===== src/hw/rtl/bcmp_pkg.sv =====
`timescale 1ns / 1ps
package bcmp_pkg;

  localparam int NW  = 15;  // n width
  localparam int KW  = 16;  // k width
  localparam int VW  = 31;  // residue width
  localparam int DW  = 33;  // signed Bezout coefficient width

  localparam logic [VW-1:0] MOD_RESET = 31'd1000000007;

  typedef enum logic [1:0] {
    ST_OK  = 2'd0,
    ST_CAP = 2'd1,
    ST_MOD = 2'd2
  } status_code_t;

  typedef struct packed {
    logic                 kind;
    logic [NW-1:0]        total_count;
    logic signed [KW-1:0] chosen_count;
  } query_t;

  typedef struct packed {
    logic [VW-1:0] value;
    logic [1:0]    status;
  } result_t;

  // Multiplier operand selection
  typedef enum logic [1:0] {
    MSEL_FWD,    // acc * i, building factorials
    MSEL_BWD,    // acc * i, building inverse factorials
    MSEL_LOOK1,  // n! * inv((n-k)!)
    MSEL_LOOK2   // acc * inv(k!)
  } mul_sel_t;

  typedef enum logic [1:0] {
    RES_ZERO,
    RES_CAP,
    RES_MOD,
    RES_VALUE
  } res_sel_t;

  typedef struct packed {
    logic     load;
    logic     seed_fwd;
    logic     acc_fact;
    logic     mul_go;
    mul_sel_t mul_sel;
    logic     fwd_commit;
    logic     inv_go;
    logic     inv_commit;
    logic     bwd_commit;
    logic     built_commit;
    logic     rd_look1;
    logic     rd_look2;
    logic     look_acc;
    logic     emit;
    res_sel_t res_sel;
  } dp_cmd_t;

  typedef struct packed {
    logic kbad;
    logic ncap;
    logic nmod;
    logic nhit;
    logic fwd_last;
    logic bwd_more;
    logic kind;
    logic mul_done;
    logic inv_done;
    logic inv_ok;
  } dp_stat_t;

  typedef enum logic [3:0] {
    S_IDLE,
    S_CHECK,
    S_FWD_LOAD,
    S_FWD_GO,
    S_FWD_WAIT,
    S_INV_GO,
    S_INV_WAIT,
    S_BWD_CHK,
    S_BWD_WAIT,
    S_LOOK_A,
    S_LOOK_W1,
    S_LOOK_B,
    S_LOOK_W2
  } ctrl_state_t;

  typedef enum logic [2:0] {
    INV_IDLE,
    INV_TEST,
    INV_DIV,
    INV_UPD,
    INV_FIN
  } inv_state_t;

endpackage


===== src/hw/rtl/bcmp_ctrl.sv =====
`timescale 1ns / 1ps
// Controller: sequences checks, table extension and lookup.
module bcmp_ctrl
  import bcmp_pkg::*;
(
  input  logic     clk,
  input  logic     rst,
  input  logic     start,
  input  dp_stat_t stat,
  output dp_cmd_t  cmd,
  output logic     busy
);

  ctrl_state_t state, state_next;

  // state register
  always_ff @(posedge clk) begin
    if (rst) begin
      state <= S_IDLE;
    end else begin
      state <= state_next;
    end
  end

  assign busy = (state != S_IDLE);

  // next state and commands
  always_comb begin
    state_next = state;
    cmd        = '0;
    unique case (state)
      S_IDLE: begin
        if (start) begin
          cmd.load   = 1'b1;
          state_next = S_CHECK;
        end
      end
      S_CHECK: begin
        priority if (stat.kbad) begin
          cmd.emit    = 1'b1;
          cmd.res_sel = RES_ZERO;
          state_next  = S_IDLE;
        end else if (stat.ncap) begin
          cmd.emit    = 1'b1;
          cmd.res_sel = RES_CAP;
          state_next  = S_IDLE;
        end else if (stat.nmod) begin
          cmd.emit    = 1'b1;
          cmd.res_sel = RES_MOD;
          state_next  = S_IDLE;
        end else if (stat.nhit) begin
          cmd.rd_look1 = 1'b1;
          state_next   = S_LOOK_A;
        end else begin
          cmd.seed_fwd = 1'b1;
          state_next   = S_FWD_LOAD;
        end
      end
      S_FWD_LOAD: begin
        cmd.acc_fact = 1'b1;
        state_next   = S_FWD_GO;
      end
      S_FWD_GO: begin
        cmd.mul_go  = 1'b1;
        cmd.mul_sel = MSEL_FWD;
        state_next  = S_FWD_WAIT;
      end
      S_FWD_WAIT: begin
        if (stat.mul_done) begin
          cmd.fwd_commit = 1'b1;
          state_next     = stat.fwd_last ? S_INV_GO : S_FWD_GO;
        end
      end
      S_INV_GO: begin
        cmd.inv_go = 1'b1;
        state_next = S_INV_WAIT;
      end
      S_INV_WAIT: begin
        if (stat.inv_done) begin
          if (stat.inv_ok) begin
            cmd.inv_commit = 1'b1;
            state_next     = S_BWD_CHK;
          end else begin
            cmd.emit    = 1'b1;
            cmd.res_sel = RES_MOD;
            state_next  = S_IDLE;
          end
        end
      end
      S_BWD_CHK: begin
        if (stat.bwd_more) begin
          cmd.mul_go  = 1'b1;
          cmd.mul_sel = MSEL_BWD;
          state_next  = S_BWD_WAIT;
        end else begin
          cmd.built_commit = 1'b1;
          cmd.rd_look1     = 1'b1;
          state_next       = S_LOOK_A;
        end
      end
      S_BWD_WAIT: begin
        if (stat.mul_done) begin
          cmd.bwd_commit = 1'b1;
          state_next     = S_BWD_CHK;
        end
      end
      S_LOOK_A: begin
        cmd.mul_go  = 1'b1;
        cmd.mul_sel = MSEL_LOOK1;
        state_next  = S_LOOK_W1;
      end
      S_LOOK_W1: begin
        if (stat.mul_done) begin
          if (stat.kind) begin
            cmd.emit    = 1'b1;
            cmd.res_sel = RES_VALUE;
            state_next  = S_IDLE;
          end else begin
            cmd.look_acc = 1'b1;
            cmd.rd_look2 = 1'b1;
            state_next   = S_LOOK_B;
          end
        end
      end
      S_LOOK_B: begin
        cmd.mul_go  = 1'b1;
        cmd.mul_sel = MSEL_LOOK2;
        state_next  = S_LOOK_W2;
      end
      S_LOOK_W2: begin
        if (stat.mul_done) begin
          cmd.emit    = 1'b1;
          cmd.res_sel = RES_VALUE;
          state_next  = S_IDLE;
        end
      end
      default: state_next = S_IDLE;
    endcase
  end

endmodule


===== config.mk =====
export PLATFORM = sky130hd
export DESIGN_NAME = bcmp_ctrl
export DESIGN_NICKNAME = d
export VERILOG_FILES = /design/src/hw/rtl/bcmp_pkg.sv /design/src/hw/rtl/bcmp_ctrl.sv
export SDC_FILE = /design/constraint.sdc
export NUM_CORES = 1
export LEC_CHECK = 0
export BUFFER_PORTS_ARGS = -buffer_cell sky130_fd_sc_hd__buf_2
export CAP_MARGIN = 40
export CORE_MARGIN = 2
export CORE_UTILIZATION = 39
export DETAILED_ROUTE_END_ITERATION = 10
export PLACE_DENSITY_LB_ADDON = 0.2
export SLEW_MARGIN = 5
export SYNTH_ARGS = -nofsm -noshare
export SYNTH_HDL_FRONTEND = slang
export SYNTH_SLANG_ARGS = --single-unit

===== constraint.sdc =====
create_clock -name clk -period 1.2 [get_ports clk]
set_input_delay 0.24 -clock clk [delete_from_list [all_inputs] [get_ports clk]]
set_output_delay 0.24 -clock clk [all_outputs]
set_load 0.05 [all_outputs]

==> results of run 1 <==
## logic make-up after synthesis
| group | count (synthesis) | share of synthesized area |
|---|---|---|
| AOI/OAI and AO/OA | 27 | 0.303 |
| buffers and inverters | 10 | 0.0898 |
| DFF | 4 | 0.134 |
| and+or+nand+nor | 49 | 0.474 |
## synthesized netlist by cell type (2+ instances only)
cell type	count	share of area
nand3_1	4	0.033
inv_1	3	0.019
dfxtp_1	4	0.13
nor3_1	6	0.050
nor2_2	2	0.021
a21oi_1	6	0.050
buf_2	4	0.033
nor2_1	7	0.044
a21oi_2	2	0.029
o21ai_0	8	0.067
nand2_1	8	0.050
and2b_1	2	0.025
and3_1	2	0.021
or3_1	2	0.021
nand2b_1	4	0.042
and2_1	2	0.021
## per-stage QoR
| stage | util | hold WS, ns | TNS [ns] | worst slack, ns |
|---|---|---|---|---|
| after global placement | 0.807 | 0.459 | -5.25 | -0.360 |
| after floorplan | - | 0.299 | -3.24 | -0.408 |
| after detailed placement | 0.807 | 0.468 | -5.72 | -0.398 |
==> impl_results.md, run 1 <==
* FF+latch count, synth at 4
* Post-Syn Area at 599 um^2
* Yosys synthesis warning count at 0
* CTS Hold Bufs at 0
* Total placed instance area at 1190 um^2
* Sequential fraction of the synthesis area at 0.134
* Clk buf depth at 2
* EDFF count, synth at 0
* RePlAce Congestion at 0.874
* Error msg: [ERROR DPL-0038] Utilization greater than 100%, impossible to legalize
* Ports at 31
* Buffers added on ports at 30
* Die width at 43.2 um
* Placed Cells incl. Taps at 166
* H-tree depth at 1
* TritonCTS Buffers at 3
* Post-CTS sizing at 94
* HPWL Detailed at 2.03 mm
* Stop stage: clock tree synthesis (4_1_cts)
* Die Span Y at 43.2 um
* Rows at 14
* Clk root buf: clkbuf_4
* Count of cell types in the netlist at 40
* Post-CTS Setup Inserts at 12
* Syn_area_per_cell at 6.66 um^2
* Ys async rst share at 0
* Top FF cell, synth: dfxtp_1
* Status: aborted with a tool error
* Initial Utilization at 0.407
* Synth Net Count at 103
* Clock sinks at 4
* Gate Count Post-Synth at 90
==> run 2, diff against run 1 <==
- CORE_AREA: not set -> 2 2 63 65
- CORE_MARGIN: 2 -> not set
- CORE_UTILIZATION: 39 -> not set
- DIE_AREA: not set -> 0 0 65 67
- PLACE_DENSITY_LB_ADDON: 0.2 -> 0.15
- clock period: 1.2 -> 1.6 ns (I/O delays scaled with it)
==> impl_results.md, run 2 <==
* Max VDD drop at 137 uV
* Fin cells at 197
* Ys async rst share at 0
* Gate Count Post-Synth at 90
* Area of the multi-input gates at 684 um^2
* Max reg flops at 4
* RePlAce Congestion at 0.723
* Initial Utilization at 0.166
* Antenna viol nets, final at 0
* FF+latch count, synth at 4
* Die Span Y at 67 um
* Worst min path class: primary input to register
* DRT Wirelength at 2.68 mm
* Clk root buf: clkbuf_8
* First-pass GRT wire length at 4.25 mm
* Critical Path End Type: primary output
* Final hold slack at 0.321 ns
* CP max-delay cell: dfxtp_4
* Synth Net Count at 103
* TritonCTS Buffers at 3
* Most frequent cells in the layout: buf_6 (26), buf_4 (21), buf_2 (13)
* Largest regs: state: 4 flops
* # DRC at 0
* Ports at 31
* Largest Register: state
* Buffers added on ports at 30
* Largest net degree at the start of global routing at 11
* RSZ-0062 raised after global routing: true
* Worst rel slew slack at 0.814
* Max incr delay on CP at 0.36 ns
* Clk_lat worst skew at 0.22 ns
* Syn_area_per_cell at 6.66 um^2
* Arrival time at the worst endpoint at 1.38 ns
* Die area at 4360 um^2
* Post-Syn Area at 599 um^2
* Clk buf depth at 2
* Area grow syn2layout at 141%
* WHS Path Cells at 2
* Vias per cell at 4.44
* EDFF count, synth at 0
* Fin Setup TNS at -0.422 ns
* Worst setup margin at -0.0968 ns
* CTS tree: built
* Crit path cell chain: and2b_1 > a21oi_2 > nor2_2 > buf_4 > a21o_1 > buf_6
* DR iter-0 viols at 40
* Layout cells sized above 1 at 0.718
* Vias in the first global route at 891
* Initial antenna violation count at 0
* Avg WL per Cell at 13.6 um
* Worst Setup Path Type: register to primary output
* Req. time, crit path at 1.28 ns
* Count of cell types in the netlist at 40
* Gr ovfl total at 0
* Final #Nets at 164
* Pre-CTS setup slack at -0.117 ns
* Yosys synthesis warning count at 0
* Die width at 65 um
* Synth area leader: dfxtp_1
* Final Slew Violations at 0
* Worst slew pin tran at 0.278 ns
* Period utilisation layout at 1.06
* Clock Pin Slew Worst Setup and Hold Paths at 0.03 ns
* Final hold viol count at 0
* Final Setup Violations at 10
* Cell Pwr Density at 500 nW/um^2
* Crit Path Max Fanout at 6
* Core Region at 3610 um^2
* Worst setup SP type: register
* Fmax at 589 MHz
* H-tree depth at 1
* 1st-pass router iterations at 4
* Status: finished, violations left
* Gr usage total at 0.130
* Via count at 875
* Reg area at 92.6 um^2
* Sequential fraction of the synthesis area at 0.134
* Synth top cells by count: nand2_1 (8), o21ai_0 (8), nor2_1 (7)
* Diode count at 0
* Synth top area share at 0.134
* CTS Hold Bufs at 0
* Commonest non-fill, non-tap cell in the layout: buf_6
* Clock sinks at 4
* Placed Cells incl. Taps at 189
* Fillers at 377
* Failing checks: setup timing
* Clock skew at 0.000350 ns
* Ranking of synthesized cells by area: dfxtp_1 (13%), o21ai_0 (6.7%), a21oi_1 (5.0%)
* HPWL Detailed at 2.08 mm
* Lkg Pwr at 0.629 nW
* Top FF cell, synth: dfxtp_1
* Fin crit period at 1.70 ns
* FF-to-FF path depth at 7
* Rows at 22
* Max cap viols at 0
==> run 2: cell counts after synthesis <==
Identical to the previous run, type by type.
==> run 2: layout make-up <==
class | instances | area share
Multi-Input combinational cell | 76 | 0.475
Sequential cell | 4 | 0.0642
Clock buffer | 3 | 0.0286
Timing Repair Buffer | 62 | 0.378
Tap cell | 48 | 0.0417
Inverter | 4 | 0.0122
==> run 2: cells by family (layout without fill, tap and decap cells) <==
group | count (synthesis) | after routing | share of synthesized area
AO/OA/AOI/OAI | 27 | 27 | 0.303
buffers and inverters | 10 | 69 | 0.0898
flip-flops | 4 | 4 | 0.134
AND/OR/NAND/NOR | 49 | 49 | 0.474
==> run 2: worst max-delay path, delay by kind of cell (launching register included) <==
kind | cells | cell delay [ns]
AO/OA/AOI/OAI | 2 | 0.27
flip-flops | 1 | 0.36
AND/OR/NAND/NOR | 2 | 0.24
buffers and inverters | 2 | 0.28
==> run 2: metrics by stage <==
step                      power (mW)  area [um^2]   util
final                          0.721         1440  0.400
after global routing           0.755         1440  0.400
after CTS                      0.694         1310  0.362
after detailed placement       0.434         1070  0.297
after global placement         0.433         1070  0.297
after floorplan                0.310          707      -
==> run 2: worst paths after layout <==
check	startpoint	to	slack, ns
worst max-delay path	state[1]	cmd[0]	-0.1
worst min-delay path	rst	state[3]	0.32
worst max register to register	state[2]	state[1]	0.03
worst min register to register	state[2]	state[2]	0.68
==> run 2: per-layer routing <==
layer,wire length (um),GRT usage,up-vias
li1,-,-,447
met1,1200,0.163,406
met2,1380,0.229,19
met3,67,0.0152,3
met4,27,0.0399,0
met5,0,0,-
==> run 2: power breakdown <==
| group | leakage [nW] | switching [mW] | internal (mW) |
|---|---|---|---|
| sequential | 0.0352 | 0.0126 | 0.106 |
| clock | 0.0216 | 0.0550 | 0.161 |
| combinational | 0.572 | 0.223 | 0.164 |
==> run 2: what timing repair did <==
action	in CTS	in global routing
setup buffers	5	3
resized for setup	49	32
pin swaps	6	11
endpoints found under the setup margin	17	19
Note: power is estimated with default switching activity, not from simulation.
==> run 3, diff against run 2 <==
- ABC_AREA: not set -> 1
==> impl_results.md, run 3 <==
* Worst slew pin tran at 0.207 ns
* Final Slew Violations at 0
* Clk buf depth at 2
* Ports at 31
* Part of the power in combinational logic at 0.423
* Post-Syn Area at 606 um^2
* Final Setup Violations at 6
* FF+latch count, synth at 4
* Commonest non-fill, non-tap cell in the layout: nand2_1
* DR iter-0 viols at 16
* Diode count at 0
* Fin Setup TNS at -0.0778 ns
* Switching power at 0.191 mW
* Final Cell Area at 1270 um^2
* Gate Count Post-Synth at 121
* Largest family of logic cells by synthesized area: simple AND/OR/NAND/NOR gates
* Most frequent cells in the layout: nand2_1 (28), buf_6 (17), buf_4 (16)
* Clk_lat worst skew at 0.21 ns
* Layout cells sized above 1 at 0.576
* Gr ovfl total at 0
* Core Region at 3610 um^2
* Synth Net Count at 134
* Vias in the first global route at 789
* Avg WL per Cell at 9.99 um
* Synth Area in XOR/XNOR at 0
* First-pass GRT wire length at 3.44 mm
* Vias per cell at 4.17
* Die Span Y at 67 um
* Via count at 918
* Clock skew at 0.000586 ns
* Fillers at 413
* Fmax at 614 MHz
* Top FF cell, synth: dfxtp_1
* Worst rel slew slack at 0.861
* Initial antenna violation count at 0
* # DRC at 0
* Req. time, crit path at 1.28 ns
* Antenna viol nets, final at 0
* Final hold viol count at 0
* Lkg Pwr at 0.667 nW
* Synth top area share at 0.229
* Reg area at 95.1 um^2
* 1st-pass router iterations at 4
* Simple-Gate Fraction of Synth Area at 0.628
* Largest net degree at the start of global routing at 9
* Worst min path class: primary input to register
* CTS tree: built
* Die width at 65 um
* Cell Pwr Density at 427 nW/um^2
* Arrival time at the worst endpoint at 1.31 ns
* Area of the multi-input gates at 563 um^2
* EDFF count, synth at 0
* Final hold slack at 0.308 ns
* Clock sinks at 4
* Mux share of post-synthesis cell area at 0
* Flop pwr share at 0.201
* Largest Register: state
* Buffers added on ports at 30
* Ys async rst share at 0
* Syn_area_per_cell at 5.00 um^2
* Period utilisation layout at 1.02
* Most frequent cell after synthesis: nand2_1
* Internal power at 0.352 mW
* Worst setup SP type: register
* Max cap viols at 0
* Worst Setup Path Type: register to primary output
* Clock Pin Slew Worst Setup and Hold Paths at 0.03 ns
* Die area at 4360 um^2
* Status: finished, violations left
* Count of cell types in the netlist at 17
* Initial Utilization at 0.168
* Fin crit period at 1.63 ns
* Yosys synthesis warning count at 0
* Final #Nets at 187
* CTS Hold Bufs at 0
* Clock share of power at 0.377
* Sequential fraction of the synthesis area at 0.132
* Max reg flops at 4
* Clk root buf: clkbuf_8
* Synth area leader: nand2_1
* Synth Area in Compound Gates at 0.0909
* TritonCTS Buffers at 3
* RSZ-0062 raised after global routing: true
* Critical Path End Type: primary output
* HPWL Detailed at 1.81 mm
* Adder-cell share of the synthesized area at 0
* DRT Wirelength at 2.20 mm
* Rows at 22
* Crit Path Max Fanout at 6
* Largest regs: state: 4 flops
* Gr usage total at 0.102
* Net Sw Frac at 0.351
* Total placed instance area at 955 um^2
* Ranking of synthesized cells by area: nand2_1 (23%), dfxtp_1 (13%), nor2_1 (12%)
* RePlAce Congestion at 0.815
* Worst setup margin at -0.0280 ns
* Area grow syn2layout at 110%
* Synth top cells by count: nand2_1 (37), nor2_1 (20), inv_1 (19)
* H-tree depth at 1
* Max VDD drop at 564 uV
* Failing checks: setup timing
==> run 3: cell count changes in the layout (fill, tap and decap cells not counted), sizes merged, moves of 3 or more <==
cell	change
nand2	+32
nand2b	-4
buf	-14
nand3	+8
nor2	+16
nor3	-4
a21oi	-5
and2	-3
inv	+18
o21ai	-5
==> run 3: worst paths after layout <==
path              slack, ns  startpoint  cells past startpoint  endpoint
hold reg to reg        0.52    state[2]                      2  state[2]
setup reg to reg       0.13    state[0]                     11  state[1]
setup / recovery      -0.03    state[3]                      6   cmd[13]
hold / removal         0.31         rst                      2  state[0]
==> run 3: kinds of logic (layout without fill, tap and decap cells) <==
kind of cell | after synthesis | after routing
AOI/OAI and AO/OA | 9 | 9
DFF | 4 | 4
buffers and inverters | 23 | 74
and+or+nand+nor | 85 | 85
==> run 3: cell type report <==
cell class / instances / area share
Multi-Input combinational cell: 94 / 0.443
Sequential cell: 4 / 0.0748
Clock buffer: 3 / 0.0325
Tap cell: 48 / 0.0472
Timing Repair Buffer: 49 / 0.334
Inverter: 22 / 0.0689
==> run 3: power by group through the flow <==
stage | sequential [mW] | combinational [mW] | clock (mW)
6_report | 0.109 | 0.230 | 0.205
5_1_grt | 0.110 | 0.247 | 0.226
4_1_cts | 0.107 | 0.201 | 0.210
3_5_place_dp | 0.111 | 0.182 | 0
3_3_place_gp | 0.111 | 0.182 | 0
2_1_floorplan | 0.110 | 0.108 | 0
==> run 3: worst max-delay path, stage by stage, from the launching register on <==
cell	delay, ns
dfxtp_4	0.38
inv_2	0.04
buf_4	0.13
nor2_4	0.15
nand2_1	0.12
nand3_1	0.11
buf_6	0.16
==> run 3: per-layer routing <==
layer / vias up / wire length [um] / share of wire / global-route usage
li1: 482 / - / - / -
met1: 413 / 1020 / 0.46 / 0.133
met2: 23 / 1090 / 0.50 / 0.175
met3: 0 / 91 / 0.041 / 0.0203
met4: 0 / 0 / 0 / 0.0160
met5: - / 0 / 0 / 0
==> run 3: per-stage QoR <==
step	total power [mW]	worst slack [ns]	util	instances
4_1_cts	0.518	-0.0687	0.313	217
3_3_place_gp	0.294	-0.0612	0.265	214
5_1_grt	0.582	-0.111	0.353	220
2_1_floorplan	0.219	-0.162	-	121
3_5_place_dp	0.294	-0.0742	0.265	214
6_report	0.543	-0.0280	0.353	220
==> run 3: repair_timing <==
item	4_1_cts	5_1_grt
pin swaps	3	8
endpoints found under the setup margin	18	18
setup buffers	0	3
resized for setup	48	36
